$ cat src/design/dctb_pkg.sv
`timescale 1ns / 1ps
package dctb_pkg;

	localparam int MASK_W    = 16;
	localparam int COUNT_W   = 32;
	localparam int TIME_W    = 32;
	localparam int DT_W      = 24;
	localparam int S_TDATA_W = 80;
	localparam int M_TDATA_W = 24;
	localparam int M_PAD_W   = M_TDATA_W - MASK_W - 1;

	localparam logic OP_ARM  = 1'b0;
	localparam logic OP_TICK = 1'b1;

	typedef enum logic [1:0] {
		ST_IDLE,
		ST_SETUP,
		ST_WALK,
		ST_DONE
	} state_t;

	typedef struct packed {
		logic               wr;
		logic               fire;
		logic [COUNT_W-1:0] next;
	} slot_upd_t;

endpackage

$ cat src/design/delta_countdown_timer_bank.sv
`timescale 1ns / 1ps
// channel  dir  handshake           payload
// s_*      in   s_tvalid/s_tready   tuser: opcode; tdata: event_mask, count_value, now_time
// m_*      out  m_tvalid/m_tready   tdata: fired_mask, arm_ignored, zero pad
//
// an arm or a tick at the stored time is finished in the setup state, with no slot walk
// a tick that moves the time walks the counter ram slot by slot, reading every slot and
// writing back the armed ones through a single shared subtract/compare unit
// after reset all slots read as disarmed through per-slot valid bits, no clearing pass
// a result waits in the output register while the next item is taken; a block finishing
// while that register is still full holds in its done state until m_tready
module delta_countdown_timer_bank #(
	parameter int NUM_SLOTS = 16
) (
	input  logic                           clk,
	input  logic                           arst_n,
	input  logic                           s_tvalid,
	output logic                           s_tready,
	input  logic [dctb_pkg::S_TDATA_W-1:0] s_tdata,  // event_mask, count_value, now_time
	input  logic                           s_tuser,  // opcode
	output logic                           m_tvalid,
	input  logic                           m_tready,
	output logic [dctb_pkg::M_TDATA_W-1:0] m_tdata   // fired_mask, arm_ignored, zero pad
);
	import dctb_pkg::*;

	localparam int IDX_W = (NUM_SLOTS > 1) ? $clog2(NUM_SLOTS) : 1;
	localparam int CNT_W = IDX_W + 1;
	localparam logic [MASK_W-1:0] SLOT_MASK = MASK_W'((33'd1 << NUM_SLOTS) - 33'd1);
	localparam logic [IDX_W-1:0]  LAST_IDX  = IDX_W'(NUM_SLOTS - 1);
	localparam logic [CNT_W-1:0]  NUM_CNT   = CNT_W'(NUM_SLOTS);

	state_t state_q, state_d;

	logic               op_q;
	logic [MASK_W-1:0]  mask_q;
	logic [COUNT_W-1:0] count_q;
	logic [TIME_W-1:0]  now_q;
	logic [TIME_W-1:0]  last_time_q;
	logic [DT_W-1:0]    dt_q;
	logic [NUM_SLOTS-1:0] vld_q;
	logic [CNT_W-1:0]   rd_idx_q;
	logic [IDX_W-1:0]   idx_s1;
	logic [MASK_W-1:0]  fired_q;
	logic [MASK_W-1:0]  res_fired_q;
	logic               res_ign_q;
	logic               m_tvalid_q;
	logic [M_TDATA_W-1:0] m_tdata_q;

	logic               arm_ok;
	logic [IDX_W-1:0]   arm_idx;
	logic               ram_we;
	logic [IDX_W-1:0]   ram_waddr;
	logic [COUNT_W-1:0] ram_wdata;
	logic               ram_re;
	logic [IDX_W-1:0]   ram_raddr;
	logic [COUNT_W-1:0] ram_rdata;
	logic [COUNT_W-1:0] slot_cur;
	slot_upd_t          upd;
	logic [MASK_W-1:0]  fired_now;
	logic               finish;
	logic [MASK_W-1:0]  fin_fired;
	logic               fin_ign;
	logic               out_free;
	logic               out_load;
	logic [MASK_W-1:0]  out_fired;
	logic               out_ign;

	dctb_ram #(
		.WIDTH(COUNT_W),
		.DEPTH(NUM_SLOTS)
	) u_count_ram (
		.clk  (clk),
		.we   (ram_we),
		.waddr(ram_waddr),
		.wdata(ram_wdata),
		.re   (ram_re),
		.raddr(ram_raddr),
		.rdata(ram_rdata)
	);

	// a slot never written since reset reads as disarmed
	assign slot_cur = vld_q[idx_s1] ? ram_rdata : '0;

	dctb_slot_alu u_slot_alu (
		.cur(slot_cur),
		.dt (dt_q),
		.upd(upd)
	);

	assign fired_now = fired_q | (upd.fire ? (MASK_W'(1) << idx_s1) : '0);
	assign out_free  = !m_tvalid_q || m_tready;

	always_comb begin
		arm_ok  = ((mask_q & ~SLOT_MASK) == '0) && $onehot(mask_q);
		arm_idx = '0;
		for (int i = 0; i < NUM_SLOTS; i++) begin
			if (mask_q[i]) begin
				arm_idx = IDX_W'(i);
			end
		end
	end

	always_ff @(posedge clk or negedge arst_n) begin
		if (!arst_n) begin
			state_q <= ST_IDLE;
		end else begin
			state_q <= state_d;
		end
	end

	always_comb begin
		state_d   = state_q;
		s_tready  = 1'b0;
		ram_we    = 1'b0;
		ram_waddr = '0;
		ram_wdata = '0;
		ram_re    = 1'b0;
		ram_raddr = '0;
		finish    = 1'b0;
		fin_fired = '0;
		fin_ign   = 1'b0;
		out_load  = 1'b0;
		out_fired = res_fired_q;
		out_ign   = res_ign_q;
		case (state_q)
			ST_IDLE: begin
				s_tready = 1'b1;
				if (s_tvalid) begin
					state_d = ST_SETUP;
				end
			end
			ST_SETUP: begin
				if (op_q == OP_ARM) begin
					ram_we    = arm_ok;
					ram_waddr = arm_idx;
					ram_wdata = count_q;
					finish    = 1'b1;
					fin_ign   = !arm_ok;
				end else if (now_q == last_time_q) begin
					finish = 1'b1;
				end else begin
					ram_re    = 1'b1;
					ram_raddr = '0;
					state_d   = ST_WALK;
				end
			end
			ST_WALK: begin
				// read of the next slot overlaps the write back of the current one
				ram_re    = rd_idx_q < NUM_CNT;
				ram_raddr = rd_idx_q[IDX_W-1:0];
				ram_we    = upd.wr;
				ram_waddr = idx_s1;
				ram_wdata = upd.next;
				if (idx_s1 == LAST_IDX) begin
					finish    = 1'b1;
					fin_fired = fired_now;
				end
			end
			ST_DONE: begin
				if (out_free) begin
					out_load = 1'b1;
					state_d  = ST_IDLE;
				end
			end
			default: begin
				state_d = ST_IDLE;
			end
		endcase
		if (finish) begin
			if (out_free) begin
				out_load  = 1'b1;
				out_fired = fin_fired;
				out_ign   = fin_ign;
				state_d   = ST_IDLE;
			end else begin
				state_d = ST_DONE;
			end
		end
	end

	always_ff @(posedge clk) begin
		if (s_tvalid && s_tready) begin
			op_q    <= s_tuser;
			mask_q  <= s_tdata[MASK_W-1:0];
			count_q <= s_tdata[MASK_W+COUNT_W-1:MASK_W];
			now_q   <= s_tdata[MASK_W+COUNT_W+TIME_W-1:MASK_W+COUNT_W];
		end
		if (state_q == ST_SETUP) begin
			dt_q <= DT_W'(now_q - last_time_q);
		end
		if (finish && !out_free) begin
			res_fired_q <= fin_fired;
			res_ign_q   <= fin_ign;
		end
		if (out_load) begin
			m_tdata_q <= {{M_PAD_W{1'b0}}, out_ign, out_fired};
		end
	end

	always_ff @(posedge clk or negedge arst_n) begin
		if (!arst_n) begin
			last_time_q <= '0;
			vld_q       <= '0;
			rd_idx_q    <= '0;
			idx_s1      <= '0;
			fired_q     <= '0;
			m_tvalid_q  <= 1'b0;
		end else begin
			if (state_q == ST_SETUP && state_d == ST_WALK) begin
				last_time_q <= now_q;
				rd_idx_q    <= CNT_W'(1);
				idx_s1      <= '0;
				fired_q     <= '0;
			end
			if (state_q == ST_WALK) begin
				idx_s1  <= rd_idx_q[IDX_W-1:0];
				fired_q <= fired_now;
				if (ram_re) begin
					rd_idx_q <= rd_idx_q + CNT_W'(1);
				end
			end
			if (ram_we) begin
				vld_q[ram_waddr] <= 1'b1;
			end
			if (out_load) begin
				m_tvalid_q <= 1'b1;
			end else if (m_tready) begin
				m_tvalid_q <= 1'b0;
			end
		end
	end

	assign m_tvalid = m_tvalid_q;
	assign m_tdata  = m_tdata_q;

	a_rw_apart: assert property (@(posedge clk) disable iff (!arst_n)
		ram_we && ram_re |-> ram_waddr != ram_raddr)
		else $error("counter ram read and write hit the same slot");

	a_arm_no_fire: assert property (@(posedge clk) disable iff (!arst_n)
		m_tvalid && m_tdata[MASK_W] |-> m_tdata[MASK_W-1:0] == '0)
		else $error("ignored arm reports fired slots");

	a_walk_start: assert property (@(posedge clk) disable iff (!arst_n)
		state_q == ST_SETUP && op_q == OP_TICK && now_q != last_time_q
		|=> state_q == ST_WALK && idx_s1 == '0)
		else $error("time step did not start the slot walk at slot zero");

	a_out_load: assert property (@(posedge clk) disable iff (!arst_n)
		out_load |=> m_tvalid)
		else $error("result lost on its way to the output register");

	a_accept_setup: assert property (@(posedge clk) disable iff (!arst_n)
		s_tvalid && s_tready |=> state_q == ST_SETUP)
		else $error("transfer taken without entering setup");

endmodule

$ cat src/design/dctb_ram.sv
`timescale 1ns / 1ps
module dctb_ram #(
	parameter int WIDTH = 32,
	parameter int DEPTH = 16
) (
	input  logic                                       clk,
	input  logic                                       we,
	input  logic [((DEPTH > 1) ? $clog2(DEPTH) : 1)-1:0] waddr,
	input  logic [WIDTH-1:0]                           wdata,
	input  logic                                       re,
	input  logic [((DEPTH > 1) ? $clog2(DEPTH) : 1)-1:0] raddr,
	output logic [WIDTH-1:0]                           rdata
);

	logic [WIDTH-1:0] mem_q [DEPTH];

	always_ff @(posedge clk) begin
		if (we) begin
			mem_q[waddr] <= wdata;
		end
		if (re) begin
			rdata <= mem_q[raddr];
		end
	end

endmodule

$ cat src/design/dctb_slot_alu.sv
`timescale 1ns / 1ps
module dctb_slot_alu (
	input  logic [dctb_pkg::COUNT_W-1:0] cur,
	input  logic [dctb_pkg::DT_W-1:0]    dt,
	output dctb_pkg::slot_upd_t          upd
);
	import dctb_pkg::*;

	logic [COUNT_W-1:0] dt_ext;
	logic               armed;
	logic               expire;

	assign dt_ext = COUNT_W'(dt);

	always_comb begin
		armed    = cur != '0;
		// reaching zero or going below it both count as expiry
		expire   = armed && (cur <= dt_ext);
		upd.wr   = armed;
		upd.fire = expire;
		upd.next = expire ? '0 : cur - dt_ext;
	end

endmodule
$ cat config.mk
export PLATFORM = sky130hd
export DESIGN_NAME = delta_countdown_timer_bank
export DESIGN_NICKNAME = d
export VERILOG_FILES = /design/src/design/dctb_pkg.sv /design/src/design/delta_countdown_timer_bank.sv /design/src/design/dctb_ram.sv /design/src/design/dctb_slot_alu.sv
export SDC_FILE = /design/constraint.sdc
export NUM_CORES = 1
export LEC_CHECK = 0
export ABC_CLOCK_PERIOD_IN_PS = 10300
export BUFFER_PORTS_ARGS = -buffer_cell sky130_fd_sc_hd__buf_2
export CORE_UTILIZATION = 40
export DETAILED_ROUTE_END_ITERATION = 10
export GPL_TIMING_DRIVEN = 0
export PLACE_DENSITY = 0.57
export SLEW_MARGIN = 20
export SYNTH_ARGS = -nofsm -noshare
export SYNTH_HDL_FRONTEND = slang
export SYNTH_SLANG_ARGS = --single-unit
$ cat constraint.sdc
create_clock -name clk -period 10.3 [get_ports clk]
set_input_delay 0.515 -clock clk [delete_from_list [all_inputs] [get_ports clk]]
set_output_delay 0.515 -clock clk [all_outputs]
set_load 0.005 [all_outputs]
Word level (Yosys, flattened, before mapping)
Memory sizes are Yosys's and may differ from the RTL's. A register that Yosys moved wholly into a read port is not among the register bits. Cells that the tools add are included.

Bits in registers: 215. RAM bits: 512. Input bits: 85. Output and inout bits: 26. Memories kept: 1.

$add $sub $neg: 18. $lt $le $gt $ge: 5. Equality and inequality tests: 7. Shift-type cells: 1. Mux-type cells: 67. Bitwise gates (word level): 2. Reductions and logical operators: 13.

Memory list: u_count_ram.mem_q (depth 16, bits a word 32, read ports 1, clocked after Yosys merged registers in 1, wr ports 1, RTL line dctb_ram.sv:15) `logic [WIDTH-1:0] mem_q [DEPTH];`.

Operators by type and width (count): $mux 16 (7); $mux 32 (3); $mux 4 (16); $pmux 32 s2 (1); $eq 32x32->1 (1); $le 32x24->1 (1); $or 16x16->16 (2); $reduce_bool 32->1 (1); $sub 32x24->32 (1); $sub 24x24->24 (1); $mux 1 (22); $add 1x1->2 (8); $mux 2 (8); $shl 1x4->16 const A (1); $mux 5 (3); $add 2x2->3 (4); $lt 4x5->1 const B (2); $add 3x3->4 (2); $pmux 4 s2 (1); $eq 2x2->1 const B (3); $pmux 1 s2 (3); $pmux 2 s3 (1); $add 4x4->5 (1); $add 5x1->5 const B (1); 12 further kinds (19).

Logic depth before layout (Yosys ltp)
Depth after elaboration: 22. Mapped depth: 17. Depth with buffers taken out: 17.

Modules after synthesis
A second synthesis with hierarchy kept.

Cell total of the unflattened synthesis: 1987. Area, all modules: 32640.1 um^2.

By module, submodules not included: dctb_ram (times used 1, cells each 838, area an instance 20155.6 um^2); delta_countdown_timer_bank (times used 1, cells each 830, area an instance 10515.1 um^2); dctb_slot_alu (times used 1, cells each 319, area an instance 1969.4 um^2).

Least setup slack after synthesis
No wires, ideal clock.

Path kind: flip-flop to flip-flop. Start point: register mask_q[11]. End point: memory u_count_ram.mem_q[11][0] (enable). Library setup time: 469 ps. Arrival time: 6827 ps. Data required time: 9831 ps. Slack: 3003 ps. Stages on the path, launching flop included: 17. Cell sequence: edfxtp_1 fa_1 inv_1 fa_1 inv_1 fa_1 inv_1 fa_1 inv_1 ha_1 fa_1 or4b_2 a21oi_1 nand2_1 a21boi_2 nand3_1 nor3b_1.

Longest elaborated chain between the ends: 9. Elaborated cells on any way between the ends: 16.

RTL lines: start: declaration (RTL line delta_countdown_timer_bank.sv:36) `logic [MASK_W-1:0] mask_q;`; start signal: assignment (RTL line delta_countdown_timer_bank.sv:185) `mask_q <= s_tdata[MASK_W-1:0];`; $add 1x1->2 (implied by the code) (RTL line delta_countdown_timer_bank.sv:95) `arm_ok = ((mask_q & ~SLOT_MASK) == '0) && $onehot(mask_q);`; $add 2x2->3 (implied by the code) (RTL line delta_countdown_timer_bank.sv:95); $add 3x3->4 (implied by the code) (RTL line delta_countdown_timer_bank.sv:95); $add 4x4->5 (implied by the code) (RTL line delta_countdown_timer_bank.sv:95); $eq 5x1->1 (RTL line delta_countdown_timer_bank.sv:95); $mux 1 (RTL line delta_countdown_timer_bank.sv:134) `if (op_q == OP_ARM) begin`; $pmux 1 s2 (RTL line delta_countdown_timer_bank.sv:126) `case (state_q)`; $mux 1 (RTL line dctb_ram.sv:18) `if (we) begin`; $mux 1 (implied by the code) (RTL line dctb_ram.sv:19) `mem_q[waddr] <= wdata;`; end: declaration (RTL line dctb_ram.sv:15).

Several ways; a longest one is shown, not always the timed one.

Worst setup path in the final report
Start point: register mask_q[11]. End point: memory u_count_ram.mem_q[15][23] (enable).

Same word-level chain as after synthesis.

==> impl_metrics.csv <==
group,metric,value,unit
routing,routed_wl,87100,um
routing,ant_nets,0,
critical_path,arrival,6.91,ns
worst_hold_path,hold_class,"input pin to register",
power_and_ir_drop,p_sw,3.55,mW
sta,setup_viol,0,
floorplanning,dieWidth,289,um
grt,groute.usage.overall,21.1,%
routing,wl_per_cell,23.9,um
sta,drv_slew,0,
critical_path,setup.worst_path.start_class,"register",
sta,min_period,6.59,ns
floorplanning,die_y,289,um
place,dp_slack,3.78,ns
synth,yosysSeqAreaShare,68.0,%
clock_network,cts_tree,"done",
synth,synth_common_cells,"edfxtp_1 (683), mux2_2 (174), a21oi_1 (172)",
critical_path,ff2ff_setup_slack,3.71,ns
routing,drt_pre_antenna_iters,6,
synth,async_flop_share,10.0,%
clock_network,cts_resized,0,
sta,setup_slack,3.71,ns
floorplanning,rows,104,
worst_hold_path,hold_end,"now_q[5]",
power_and_ir_drop,pwr-share-comb,33.2,%
final_layout,fill_cells,7065,
sta,relSlewSlack,24.1,%
critical_path,critPathRequiredTime,10.62,ns
place,gp_routability_congestion,0.875,
synth,syn_area,32900,um^2
power_and_ir_drop,p_leak,14.0,nW
critical_path,end_kind,"register",
clock_network,path_clk_slew,0.06,ns
grt,grt-ovfl-total,0,
place,dpl.hpwl,62300,um
routing,drtIter0Drc,1890,
critical_path,r2r_start,"mask_q[11]",
synth,synth_top_area_cell,"edfxtp_1",
sta,fin_crit_sh,64.0,%
grt,grt_max_degree,58,
synth,synth_edf_count,683,
synth,avgSynthCellArea,14.5,um^2
critical_path,cp_max_fo,7,
synth,yosysTopAreaCellShare,62.3,%
floorplanning,ios,111,
clock_network,cts_root_buf,"clkbuf_16",
power_and_ir_drop,seqPwrFrac,39.5,%
synth,yosysMostFrequentCell,"edfxtp_1",
critical_path,reg2reg_to,"u_count_ram.mem_q[15][23]",
routing,viasPerCell,5.55,
final_layout,drive_above_1_share,20.6,%
place,portBuffers,103,
clock_network,clk_latency,0.62,ns
worst_hold_path,hold_depth,1,
synth,ys_warn_count,0,
sta,worstMarginPinSlew,1.14,ns
floorplanning,dieArea,83500,um^2
grt,grt_pass1_wl,130000,um
run_status,outcome,"finished clean",
clock_network,clock_sinks,759,
final_layout,area_delta_synth_final,16.0,%
routing,drc,0,
synth,synth.distinct_cells,78,
critical_path,reg2regPathDepth,19,
sta,finalSetupTns,0,ns
floorplanning,core,81100,um^2
clock_network,cts_made_buffers,80,
clock_network,post_cts_buffers,0,
floorplanning,initial_utilization,40.6,%
power_and_ir_drop,power_density,275,nW/um^2
power_and_ir_drop,p_clk_share,27.3,%
sta,rsz0062_at_grt,"no",
worst_hold_path,min_from,"s_tdata[53]",
synth,ys_seq_elements,759,
sta,fmax,152,MHz
clock_network,hold_buffers,1,
grt,grt_pass1_vias,20300,
critical_path,crit_type,"register to register",
routing,num_vias,20200,
clock_network,cts.htree.levels,3,
final_layout,diodes,0,
sta,hold_viol,0,
synth,synthFlopType,"edfxtp_1",
final_layout,design.final.nets,2682,
run,drv_cap,0,
power_and_ir_drop,peakVddDrop,0.199,mV
synth,synth.area.top_cells,"edfxtp_1 (62%), mux2_2 (5.9%), dfrtp_1 (5.8%)",
clock_network,cts_max_path_buffers,3,
grt,antenna_found_initial,2,
sta,clock_skew,0.0269,ns
synth,synth_cells,2278,
power_and_ir_drop,p_int,6.94,mW
final_layout,fin_util,47.1,%
power_and_ir_drop,swShare,33.8,%
worst max-delay path: stages (launching register included):
cell      delay (ns)
edfxtp_1        0.45
fa_1            0.56
inv_1           0.05
fa_1            0.48
inv_1           0.05
fa_1            0.48
inv_1           0.05
fa_1            0.47
inv_1           0.04
ha_1            0.20
fa_1            0.45
or4b_2          0.63
a21oi_1         0.29
nand2_1         0.12
a21boi_2        0.22
nand3_1         0.35
nor3b_2         0.68
buf_4           0.32
buf_4           0.18
buf_4           0.20
per-stage QoR:
step	cell area (um^2)	total power, mW	hold WS (ns)	std cells
2_1_floorplan	33000	6.49	0.219	2284
3_3_place_gp	34800	7.49	0.444	3447
3_5_place_dp	35600	7.66	0.445	3504
4_1_cts	38200	10.5	0.0214	3649
5_1_grt	38200	11.0	0.0338	3649
6_report	38200	10.5	0.0616	3649
layer usage:
layer	vias to the layer above	global-route usage, %	routed length (um)
met2	693	34.7	41800
met4	0	6.33	2190
met1	10200	29.0	37500
met5	-	0	0
met3	135	2.99	5650
li1	9217	-	-
kinds of logic (layout without fill, tap and decap cells):
group	Yosys count	in the layout	synth area share (%)
simple gates	383	383	5.96
buf+inv	222	527	2.73
other cells	1	7	0.0114
xor+xnor	51	51	1.36
compound gates	548	548	10.7
fa+ha+maj	70	70	2.93
mux	244	244	8.26
flops	759	759	68.0
cells in the final DEF, fill, tap and decap left out, types with 36 or more instances in the layout:
cell,count
and2_1,45
a22oi_1,50
mux2_2,174
nor2_1,46
dfrtp_1,76
clkbuf_16,82
edfxtp_1,683
a221oi_1,36
o21ai_0,129
inv_1,98
ha_1,57
mux2i_1,65
buf_4,53
nand2_1,110
a21oi_1,172
clkbuf_1,119
buf_2,112
worst max path at each step:
stage                from                   endpoint  slack (ns)
2_1_floorplan  mask_q[11]   u_count_ram.mem_q[11][0]        3.00
3_3_place_gp   mask_q[11]                  vld_q[15]       -0.73
3_5_place_dp   mask_q[11]  u_count_ram.mem_q[14][26]        3.78
4_1_cts        mask_q[11]  u_count_ram.mem_q[15][24]        3.74
5_1_grt         mask_q[5]  u_count_ram.mem_q[15][26]        3.46
6_report       mask_q[11]  u_count_ram.mem_q[15][23]        3.71
cell type report:
cell class                      instances  area (um^2)  share of cell area (%)
Sequential cell                       759        22400                    58.7
Multi-Input combinational cell       1303         9840                    25.8
Clock buffer                          111         2210                    5.79
Tap cell                             1060         1330                    3.47
Timing Repair Buffer                  161         1150                    3.00
Buffer                                123          527                    1.38
Inverter                               99          374                   0.979
Clock inverter                         33          372                   0.973
power by group through the flow:
stage | Sequential (mW) | Clock, mW | Combinational (mW)
6_report | 4.15 | 2.86 | 3.48
5_1_grt | 4.18 | 3.02 | 3.81
4_1_cts | 4.15 | 2.91 | 3.47
3_5_place_dp | 4.21 | 0 | 3.45
3_3_place_gp | 4.23 | 0 | 3.27
2_1_floorplan | 4.15 | 0 | 2.34
registers in the layout (all words and copies together), names as in the netlist:
register	cells
mask_q	16
state_q	2
u_count_ram.rdata	32
count_q	32
res_fired_q	16
now_q	32
dt_q	24
m_tdata	17
u_count_ram.mem_q	512
m_tvalid	1
last_time_q	32
vld_q	16
idx_s1	4
op_q	1
fired_q	16
rd_idx_q	5
res_ign_q	1
Note: power is estimated with default switching activity, not from simulation.
